$ cat config.mk
export PLATFORM = sky130hd
export DESIGN_NAME = ip_address_pool_allocator
export DESIGN_NICKNAME = d
export VERILOG_FILES = /design/src/rtl/core/ipa_pkg.sv /design/src/rtl/core/ip_address_pool_allocator.sv /design/src/rtl/core/ipa_bitmap.sv
export SDC_FILE = /design/constraint.sdc
export NUM_CORES = 2
export LEC_CHECK = 0
export CAP_MARGIN = 20
export CORE_UTILIZATION = 55
export DETAILED_ROUTE_END_ITERATION = 7
export DONT_BUFFER_PORTS = 1
export PLACE_DENSITY = 0.7
export SYNTH_ARGS = -nofsm -noshare
export SYNTH_HDL_FRONTEND = slang
export SYNTH_HIERARCHICAL = 1
export SYNTH_SLANG_ARGS = --single-unit
export TNS_END_PERCENT = 1
$ cat constraint.sdc
create_clock -name clk_i -period 5.6 [get_ports clk_i]
set_input_delay 0.56 -clock clk_i [delete_from_list [all_inputs] [get_ports clk_i]]
set_output_delay 0.56 -clock clk_i [all_outputs]
set_load 0.01 [all_outputs]
$ cat src/rtl/core/ipa_pkg.sv
`timescale 1ns / 1ps
// ----------------------------------------------------------------------------
// ipa_pkg
// Shared types and constants for the IPv4 address pool allocator.
// ----------------------------------------------------------------------------
package ipa_pkg;

  // Pool geometry
  localparam int unsigned POOL_BITS = 1024;
  localparam int unsigned MAP_BYTES = (POOL_BITS + 7) / 8;
  localparam int unsigned BYTE_AW   = (MAP_BYTES > 1) ? $clog2(MAP_BYTES) : 1;
  localparam int unsigned BYTE_CW   = $clog2(MAP_BYTES + 1);
  localparam int unsigned SIZE_W    = $clog2(POOL_BITS + 1);

  localparam int unsigned ADDR_W    = 32;
  localparam int unsigned CFG_IDX_W = 1;

  localparam logic [7:0]        BYTE_FULL  = 8'hff;
  localparam logic [ADDR_W-1:0] MASK_RESET = 32'hffff_ff00;

  typedef enum logic [CFG_IDX_W-1:0] {
    CFG_NETWORK_ADDRESS = 1'b0,
    CFG_SUBNET_MASK     = 1'b1
  } cfg_idx_e;

  typedef enum logic {
    KIND_ALLOCATE = 1'b0,
    KIND_RELEASE  = 1'b1
  } kind_e;

  typedef enum logic [1:0] {
    STATUS_ALLOCATED    = 2'd0,
    STATUS_DEPLETED     = 2'd1,
    STATUS_RELEASED     = 2'd2,
    STATUS_OUT_OF_RANGE = 2'd3
  } status_e;

  typedef enum logic [2:0] {
    ST_IDLE,
    ST_PREP,
    ST_SCAN_PRIME,
    ST_SCAN,
    ST_REL_CHECK,
    ST_REL_WRITE,
    ST_DONE
  } state_e;

  // Bitmap access request from the sequencer
  typedef struct packed {
    logic               rd_en;
    logic [BYTE_AW-1:0] rd_addr;
    logic               wr_en;
    logic [BYTE_AW-1:0] wr_addr;
    logic [7:0]         wr_data;
  } map_req_t;

endpackage

$ cat src/rtl/core/ip_address_pool_allocator.sv
`timescale 1ns / 1ps
// ----------------------------------------------------------------------------
// ip_address_pool_allocator
// Bitmap first-fit allocator of IPv4 host addresses within a subnet.
// ----------------------------------------------------------------------------
// Usage:
//  - Config channel (cfg_valid_i/cfg_ready_o): index 0 network address,
//    index 1 netmask. Always ready; write only while no request is in flight.
//  - Request channel (in_valid_i/in_stall_o): one beat is an allocate or a
//    release. One request is worked on at a time; in_stall_o stays high
//    until the sequencer is back in idle.
//  - Response channel (out_valid_o/out_stall_i): one beat per request,
//    held in an output register. While the receiver stalls, the next request
//    can still be taken and worked on; its result waits until the output
//    register frees up.
//  - Steps from request beat to response beat: a release goes through PREP,
//    REL_CHECK, REL_WRITE if in range, and DONE; an allocate goes through
//    PREP, SCAN_PRIME, SCAN over N bytes, and DONE, where N is the number
//    of bytes scanned (0 for a pool of fewer than 8 addresses, up to
//    pool_bits/8 = 128). The bitmap memory port, one byte read per cycle,
//    sets the scan rate.
//  - Next request: the next request beat can be taken once the sequencer
//    is back in idle, in the cycle after the response is loaded.
//  - Reset: registers go to their reset values and the bitmap is swept to
//    zero, one byte per cycle, with in_stall_o high meanwhile.
// ----------------------------------------------------------------------------
module ip_address_pool_allocator (
  input  logic                                  clk_i,
  input  logic                                  rst_ni,
  // configuration
  input  logic                                  cfg_valid_i,
  output logic                                  cfg_ready_o,
  input  logic [ipa_pkg::CFG_IDX_W-1:0]         cfg_index_i,
  input  logic [ipa_pkg::ADDR_W-1:0]            cfg_data_i,
  // request
  input  logic                                  in_valid_i,
  output logic                                  in_stall_o,
  input  logic                                  in_kind_i,
  input  logic [ipa_pkg::ADDR_W-1:0]            in_release_address_i,
  // response
  output logic                                  out_valid_o,
  input  logic                                  out_stall_i,
  output logic [1:0]                            out_status_o,
  output logic [ipa_pkg::ADDR_W-1:0]            out_granted_address_o
);

  localparam int unsigned AW = ipa_pkg::ADDR_W;

  // lowest clear bit of a byte that is not full
  function automatic logic [2:0] low_clear(input logic [7:0] b);
    logic [2:0] pos;
    pos = 3'd7;
    for (int k = 7; k >= 0; k--) begin
      if (!b[k]) pos = 3'(k);
    end
    return pos;
  endfunction

  // --------------------------------------------------------------------------
  // Configuration registers
  // --------------------------------------------------------------------------
  logic [AW-1:0] net_q, mask_q;

  assign cfg_ready_o = 1'b1;

  always_ff @(posedge clk_i or negedge rst_ni) begin
    if (!rst_ni) begin
      net_q  <= '0;
      mask_q <= ipa_pkg::MASK_RESET;
    end else if (cfg_valid_i && cfg_ready_o) begin
      case (ipa_pkg::cfg_idx_e'(cfg_index_i))
        ipa_pkg::CFG_NETWORK_ADDRESS: net_q  <= cfg_data_i;
        ipa_pkg::CFG_SUBNET_MASK:     mask_q <= cfg_data_i;
        default: ;
      endcase
    end
  end

  // --------------------------------------------------------------------------
  // Bitmap
  // --------------------------------------------------------------------------
  ipa_pkg::map_req_t map_req;
  logic [7:0]        map_rd_data;
  logic              clr_busy;

  ipa_bitmap u_bitmap (
    .clk_i      (clk_i),
    .rst_ni     (rst_ni),
    .req_i      (map_req),
    .rd_data_o  (map_rd_data),
    .clr_busy_o (clr_busy)
  );

  // --------------------------------------------------------------------------
  // Sequencer state and working registers
  // --------------------------------------------------------------------------
  ipa_pkg::state_e             state_q, state_d;
  logic                        kind_q;
  logic [AW-1:0]               addr_q;
  logic [AW-1:0]               base_q;
  logic [ipa_pkg::SIZE_W-1:0]  size_q;
  logic [ipa_pkg::BYTE_CW-1:0] bytes_q;
  logic [ipa_pkg::BYTE_AW-1:0] idx_q;
  logic [2:0]                  bit_q;
  logic [1:0]                  res_status_q;
  logic [AW-1:0]               res_addr_q;

  logic                        out_valid_q;
  logic [1:0]                  out_status_q;
  logic [AW-1:0]               out_addr_q;

  logic                        in_fire, out_fire, out_free;
  logic                        byte_free, scan_last;
  logic [2:0]                  clear_pos;
  logic [AW-1:0]               rel_idx;
  logic                        rel_in_range;
  logic [AW-1:0]               host_cnt;
  logic [ipa_pkg::SIZE_W-1:0]  size_sat;

  assign in_fire  = in_valid_i && !in_stall_o;
  assign out_fire = out_valid_q && !out_stall_i;
  assign out_free = !out_valid_q || !out_stall_i;

  assign host_cnt = ~mask_q;
  assign size_sat = (host_cnt > AW'(ipa_pkg::POOL_BITS)) ?
                    ipa_pkg::SIZE_W'(ipa_pkg::POOL_BITS) :
                    host_cnt[ipa_pkg::SIZE_W-1:0];

  assign byte_free = (map_rd_data != ipa_pkg::BYTE_FULL);
  assign clear_pos = low_clear(map_rd_data);
  assign scan_last = ((ipa_pkg::BYTE_CW'(idx_q) + 1'b1) == bytes_q);

  assign rel_idx      = addr_q - base_q;
  assign rel_in_range = (rel_idx < AW'(size_q));

  // next state
  always_comb begin
    state_d = state_q;
    case (state_q)
      ipa_pkg::ST_IDLE: begin
        if (in_fire) state_d = ipa_pkg::ST_PREP;
      end
      ipa_pkg::ST_PREP: begin
        state_d = (ipa_pkg::kind_e'(kind_q) == ipa_pkg::KIND_RELEASE) ?
                  ipa_pkg::ST_REL_CHECK : ipa_pkg::ST_SCAN_PRIME;
      end
      ipa_pkg::ST_SCAN_PRIME: begin
        state_d = (bytes_q == '0) ? ipa_pkg::ST_DONE : ipa_pkg::ST_SCAN;
      end
      ipa_pkg::ST_SCAN: begin
        if (byte_free || scan_last) state_d = ipa_pkg::ST_DONE;
      end
      ipa_pkg::ST_REL_CHECK: begin
        state_d = rel_in_range ? ipa_pkg::ST_REL_WRITE : ipa_pkg::ST_DONE;
      end
      ipa_pkg::ST_REL_WRITE: begin
        state_d = ipa_pkg::ST_DONE;
      end
      ipa_pkg::ST_DONE: begin
        if (out_free) state_d = ipa_pkg::ST_IDLE;
      end
      default: state_d = ipa_pkg::ST_IDLE;
    endcase
  end

  // outputs of the sequencer
  always_comb begin
    map_req    = '0;
    in_stall_o = 1'b1;
    case (state_q)
      ipa_pkg::ST_IDLE: begin
        in_stall_o = clr_busy;
      end
      ipa_pkg::ST_SCAN_PRIME: begin
        map_req.rd_en   = 1'b1;
        map_req.rd_addr = '0;
      end
      ipa_pkg::ST_SCAN: begin
        if (byte_free) begin
          map_req.wr_en   = 1'b1;
          map_req.wr_addr = idx_q;
          map_req.wr_data = map_rd_data | (8'h01 << clear_pos);
        end else if (!scan_last) begin
          map_req.rd_en   = 1'b1;
          map_req.rd_addr = idx_q + 1'b1;
        end
      end
      ipa_pkg::ST_REL_CHECK: begin
        map_req.rd_en   = rel_in_range;
        map_req.rd_addr = rel_idx[ipa_pkg::BYTE_AW+2:3];
      end
      ipa_pkg::ST_REL_WRITE: begin
        map_req.wr_en   = 1'b1;
        map_req.wr_addr = idx_q;
        map_req.wr_data = map_rd_data & ~(8'h01 << bit_q);
      end
      default: ;
    endcase
  end

  always_ff @(posedge clk_i or negedge rst_ni) begin
    if (!rst_ni) begin
      state_q <= ipa_pkg::ST_IDLE;
    end else begin
      state_q <= state_d;
    end
  end

  // datapath registers
  always_ff @(posedge clk_i) begin
    case (state_q)
      ipa_pkg::ST_IDLE: begin
        if (in_fire) begin
          kind_q <= in_kind_i;
          addr_q <= in_release_address_i;
        end
      end
      ipa_pkg::ST_PREP: begin
        base_q     <= (net_q & mask_q) + 1'b1;
        size_q     <= size_sat;
        bytes_q    <= ipa_pkg::BYTE_CW'(size_sat >> 3);
        res_addr_q <= '0;
      end
      ipa_pkg::ST_SCAN_PRIME: begin
        idx_q        <= '0;
        res_status_q <= ipa_pkg::STATUS_DEPLETED;
      end
      ipa_pkg::ST_SCAN: begin
        if (byte_free) begin
          res_status_q <= ipa_pkg::STATUS_ALLOCATED;
          res_addr_q   <= base_q + AW'({idx_q, clear_pos});
        end else if (!scan_last) begin
          idx_q <= idx_q + 1'b1;
        end
      end
      ipa_pkg::ST_REL_CHECK: begin
        idx_q        <= rel_idx[ipa_pkg::BYTE_AW+2:3];
        bit_q        <= rel_idx[2:0];
        res_status_q <= rel_in_range ? ipa_pkg::STATUS_RELEASED
                                     : ipa_pkg::STATUS_OUT_OF_RANGE;
      end
      default: ;
    endcase
  end

  // output register
  always_ff @(posedge clk_i or negedge rst_ni) begin
    if (!rst_ni) begin
      out_valid_q <= 1'b0;
    end else if (state_q == ipa_pkg::ST_DONE && out_free) begin
      out_valid_q <= 1'b1;
    end else if (out_fire) begin
      out_valid_q <= 1'b0;
    end
  end

  always_ff @(posedge clk_i) begin
    if (state_q == ipa_pkg::ST_DONE && out_free) begin
      out_status_q <= res_status_q;
      out_addr_q   <= res_addr_q;
    end
  end

  assign out_valid_o           = out_valid_q;
  assign out_status_o          = out_status_q;
  assign out_granted_address_o = out_addr_q;

  // --------------------------------------------------------------------------
  // Assertions
  // --------------------------------------------------------------------------
  a_no_req_while_clearing: assert property (@(posedge clk_i) disable iff (!rst_ni)
    clr_busy |-> in_stall_o)
    else $error("request taken during bitmap clear");

  a_scan_in_bounds: assert property (@(posedge clk_i) disable iff (!rst_ni)
    state_q == ipa_pkg::ST_SCAN |-> (ipa_pkg::BYTE_CW'(idx_q) < bytes_q))
    else $error("scan index beyond pool");

  a_done_loads_output: assert property (@(posedge clk_i) disable iff (!rst_ni)
    (state_q == ipa_pkg::ST_DONE && out_free) |=> out_valid_q)
    else $error("finished result not presented");

  a_zero_unless_granted: assert property (@(posedge clk_i) disable iff (!rst_ni)
    (out_valid_q && out_status_q != ipa_pkg::STATUS_ALLOCATED) |-> (out_addr_q == '0))
    else $error("address driven on a non-grant response");

endmodule

$ cat src/rtl/core/ipa_bitmap.sv
`timescale 1ns / 1ps
// ----------------------------------------------------------------------------
// ipa_bitmap
// Usage bitmap memory: one byte per row, registered read, one write port,
// and a clearing sweep after reset.
// ----------------------------------------------------------------------------
module ipa_bitmap (
  input  logic              clk_i,
  input  logic              rst_ni,
  input  ipa_pkg::map_req_t req_i,
  output logic [7:0]        rd_data_o,
  output logic              clr_busy_o
);

  logic [7:0]                  mem [ipa_pkg::MAP_BYTES];
  logic [7:0]                  rd_data_q;
  logic                        clr_busy_q, clr_busy_d;
  logic [ipa_pkg::BYTE_AW-1:0] clr_addr_q, clr_addr_d;

  // sweep one row per cycle
  always_comb begin
    clr_busy_d = clr_busy_q;
    clr_addr_d = clr_addr_q;
    if (clr_busy_q) begin
      if (clr_addr_q == ipa_pkg::BYTE_AW'(ipa_pkg::MAP_BYTES - 1)) begin
        clr_busy_d = 1'b0;
      end else begin
        clr_addr_d = clr_addr_q + 1'b1;
      end
    end
  end

  always_ff @(posedge clk_i or negedge rst_ni) begin
    if (!rst_ni) begin
      clr_busy_q <= 1'b1;
      clr_addr_q <= '0;
    end else begin
      clr_busy_q <= clr_busy_d;
      clr_addr_q <= clr_addr_d;
    end
  end

  always_ff @(posedge clk_i) begin
    if (clr_busy_q) begin
      mem[clr_addr_q] <= 8'h00;
    end else if (req_i.wr_en) begin
      mem[req_i.wr_addr] <= req_i.wr_data;
    end
  end

  always_ff @(posedge clk_i) begin
    if (req_i.rd_en) begin
      rd_data_q <= mem[req_i.rd_addr];
    end
  end

  assign rd_data_o  = rd_data_q;
  assign clr_busy_o = clr_busy_q;

endmodule
==> impl_metrics.env <==
export IMPL_hold_path_class="in2reg"
export IMPL_fin_crit_sh_pct=92.2
export IMPL_startpoint="base_q[6]"
export IMPL_synth_avg_cell_area_um2=18.8
export IMPL_dp_slack_ns=0.448
export IMPL_p_sw_share_pct=27.1
export IMPL_cp_max_fo=8
export IMPL_syn_num_nets=2920
export IMPL_start_kind="flip-flop"
export IMPL_drtIter0Drc=3087
export IMPL_crit_path_end_kind="flip-flop"
export IMPL_antenna_found_initial=5
export IMPL_worstPathRequired_ns=6.01
export IMPL_vdd_drop_max_mv=0.325
export IMPL_fin_crit_ns=5.16
export IMPL_dr_total_vias=27500
export IMPL_cts_sinks=1262
export IMPL_wirelength_um=121000
export IMPL_setup_viol=0
export IMPL_seq_power_share_pct=44.6
export IMPL_worst_pin_slew_ns=1.12
export IMPL_ys_async_sr_fraction_pct=6.02
export IMPL_ff2ff_path_depth=19
export IMPL_holdPathStages=2
export IMPL_via_per_inst=6.32
export IMPL_die_area_um2=96600
export IMPL_rr_startpoint="base_q[6]"
export IMPL_setup_slack_ns=0.439
export IMPL_globalplace_congestion=0.897
export IMPL_clockRootBuffer="clkbuf_16"
export IMPL_hold_viol_final=0
export IMPL_synth_cell_type_count=77
export IMPL_critPathKind="reg2reg"
export IMPL_row_count=112
export IMPL_synth_top_cell_by_area="edfxtp_1"
export IMPL_grt_use_total_pct=25.4
export IMPL_numPortBuffers=0
export IMPL_fmax_mhz=194
export IMPL_drtPass1Iterations=6
export IMPL_grt_pass1_wl_um=181000
export IMPL_clkLatencyLatePin_ns=0.75
export IMPL_power_share_clock_pct=34.9
export IMPL_p_sw_mw=6.93
export IMPL_p_int_mw=18.6
export IMPL_mostFrequentLayoutCell="edfxtp_1"
export IMPL_ys_seq_area_share_pct=71.6
export IMPL_drcViolationCount=0
export IMPL_drive_above_1_share_pct=25.7
export IMPL_pwr_share_comb_pct=20.5
export IMPL_clock_skew_ns=0.0326
export IMPL_cts_setup_buffers=0
export IMPL_grt_max_degree=107
export IMPL_hold_start="out_stall_i"
export IMPL_syn_area_um2=52500
export IMPL_final_cell_mix="1186 x edfxtp_1, 336 x mux4_2, 217 x nor2_1, 137 x clkbuf_16, 120 x nand2_1"
export IMPL_max_cap_viol_count=0
export IMPL_critPathArrivalTime_ns=5.57
export IMPL_num_nets_final=3117
export IMPL_cellLeakagePower_nw=20.1
export IMPL_clkTransAtPathRegs_ns=0.06
export IMPL_area_delta_synth_final_pct=14.1
export IMPL_relSlewSlack_pct=25.4
export IMPL_synth_warnings=6
export IMPL_die_x_um=311
export IMPL_postSynthCellCount=2793
export IMPL_rsz0062_at_grt="false"
export IMPL_postRouteAntennaNets=0
export IMPL_power_density_nw_per_um2=426
export IMPL_outcome="finished, final reports clean"
export IMPL_die_h_um=311
export IMPL_cts_tree="yes"
export IMPL_ys_top_cells_by_area="edfxtp_1 68%, mux4_2 14%, dfrtp_1 2.4%, mux2_2 1.6%, nor2_1 1.6%"
export IMPL_grt_pass1_vias=28000
export IMPL_synthFlopType="edfxtp_1"
export IMPL_start_util_pct=55.9
export IMPL_numCtsBuffers=130
export IMPL_fill_cells=6350
export IMPL_ys_ff_latch=1262
export IMPL_boundaryPins=108
export IMPL_core_area_um2=93900
export IMPL_finalMaxSlewViolations=0
export IMPL_tns_ns=0
export IMPL_r2r_setup_slack_ns=0.44
export IMPL_rr_endpoint="u_bitmap/rd_data_o[4]"
export IMPL_clk_path_buf_depth=3
export IMPL_wl_per_cell_um=27.9
export IMPL_synth_top_cell_area_share_pct=67.9
export IMPL_synth_edf_count=1186
export IMPL_holdPathEnd="out_valid_o"
export IMPL_place_detailed_hpwl_um=77200
export IMPL_overflow=0
export IMPL_cts_max_level=4
==> metal layers <==
metal  track usage [%]  wire length [um]
met5                 0                13
met4              7.98              2990
met2              40.6             59600
met3              4.80              9650
met1              35.8             49100
==> final cells by class <==
type / instances / area [um2] / share of cell area [%]
timing repair buffer: 185 / 1810 / 3.02
clock buffer: 164 / 3580 / 5.98
sequential: 1262 / 37500 / 62.7
inverter: 67 / 251 / 0.420
tap: 1254 / 1570 / 2.62
multi-input combinational: 1344 / 14200 / 23.8
antenna: 1 / 2.50 / 0.00418
clock inverter: 72 / 887 / 1.48
==> synthesized netlist by cell type (11+ instances only) <==
cell,n
edfxtp_1,1186
mux4_2,336
nor2_1,217
nand2_1,120
mux2_2,74
inv_1,67
xnor2_1,63
a21oi_1,62
clkbuf_1,61
ha_1,54
o21ai_0,53
dfrtp_1,51
nand3_1,43
buf_1,30
dfstp_2,25
nand4_1,25
xor2_1,25
and2_1,23
a21o_1,22
nand2b_1,18
buf_2,16
nor3_1,16
a211oi_1,15
and3_1,14
buf_4,11
o211ai_1,11
==> timing repair <==
item | 4_1_cts | 5_1_grt
resized for setup | 0 | 0
setup endpoints to repair | 0 | 0
endpoints found under the hold margin | 173 | 0
hold buffers | 67 | 0
==> worst max-delay path by stage <==
stage	end
2_1_floorplan	res_addr_q[0]
3_3_place_gp	u_bitmap/rd_data_o[5]
3_5_place_dp	u_bitmap/mem[104][6]
4_1_cts	u_bitmap/mem[56][3]
5_1_grt	u_bitmap/rd_data_o[6]
6_report	u_bitmap/rd_data_o[4]
==> critical path, cell delays in order, from the launching register on <==
cell and delay [ns]:
edfxtp_1 0.41, inv_1 0.09, ha_1 0.30, a21o_1 0.23
a211oi_1 0.48, a21oi_1 0.18, nand2b_1 0.19, xnor2_1 0.32
inv_1 0.09, ha_1 0.31, a21o_1 0.17, a221oi_1 0.25
and4_1 0.21, o221a_2 0.17, nand4_1 0.10, a2111oi_0 0.37
nand4_1 0.19, nor4_1 0.33, buf_4 0.18, or2_2 0.26
==> power by group through the flow <==
| stage | Clock (mW) | Combinational [mW] | Sequential (mW) |
|---|---|---|---|
| CTS | 9.06 | 5.19 | 11.4 |
| global placement | 0 | 5.02 | 11.5 |
| floorplan | 0 | 3.57 | 11.4 |
| global route | 9.41 | 5.58 | 11.4 |
| finish | 8.92 | 5.22 | 11.4 |
| detailed placement | 0 | 5.11 | 11.6 |
==> registers in the layout (all words and copies together) (netlist names), 3 cells and up <==
| register | flops |
|---|---|
| res_addr_q | 32 |
| net_q | 32 |
| bit_q | 3 |
| base_q | 32 |
| out_granted_address_o | 32 |
| u_bitmap/rd_data_o | 8 |
| u_bitmap/clr_addr_q | 7 |
| idx_q | 7 |
| state_q | 3 |
| mask_q | 32 |
| u_bitmap/mem | 1024 |
| size_q | 11 |
| addr_q | 32 |
==> cell families after synthesis <==
logic type / count (synthesis) / share of synthesized area [%]
other cells: 1 / 0.00715
xor+xnor: 88 / 1.47
simple gates: 543 / 5.02
flops: 1262 / 71.6
mux: 415 / 16.1
buf+inv: 187 / 1.48
fa+ha+maj: 56 / 1.36
compound gates: 241 / 2.96
==> through the flow <==
stage | total power, mW | utilization (%) | area [um2] | hold WS, ns | cells
finish | 25.5 | 63.8 | 59900 | 0.172 | 4349
global route | 26.4 | 63.8 | 59900 | 0.169 | 4348
detailed placement | 16.7 | 58.2 | 54600 | 0.265 | 4039
CTS | 25.6 | 63.7 | 59800 | 0.136 | 4342
global placement | 16.6 | 58.2 | 54600 | 0.266 | 4038
floorplan | 15.0 | - | 52500 | 0.264 | 2793
No activity file was read; power rests on OpenSTA's default activity.
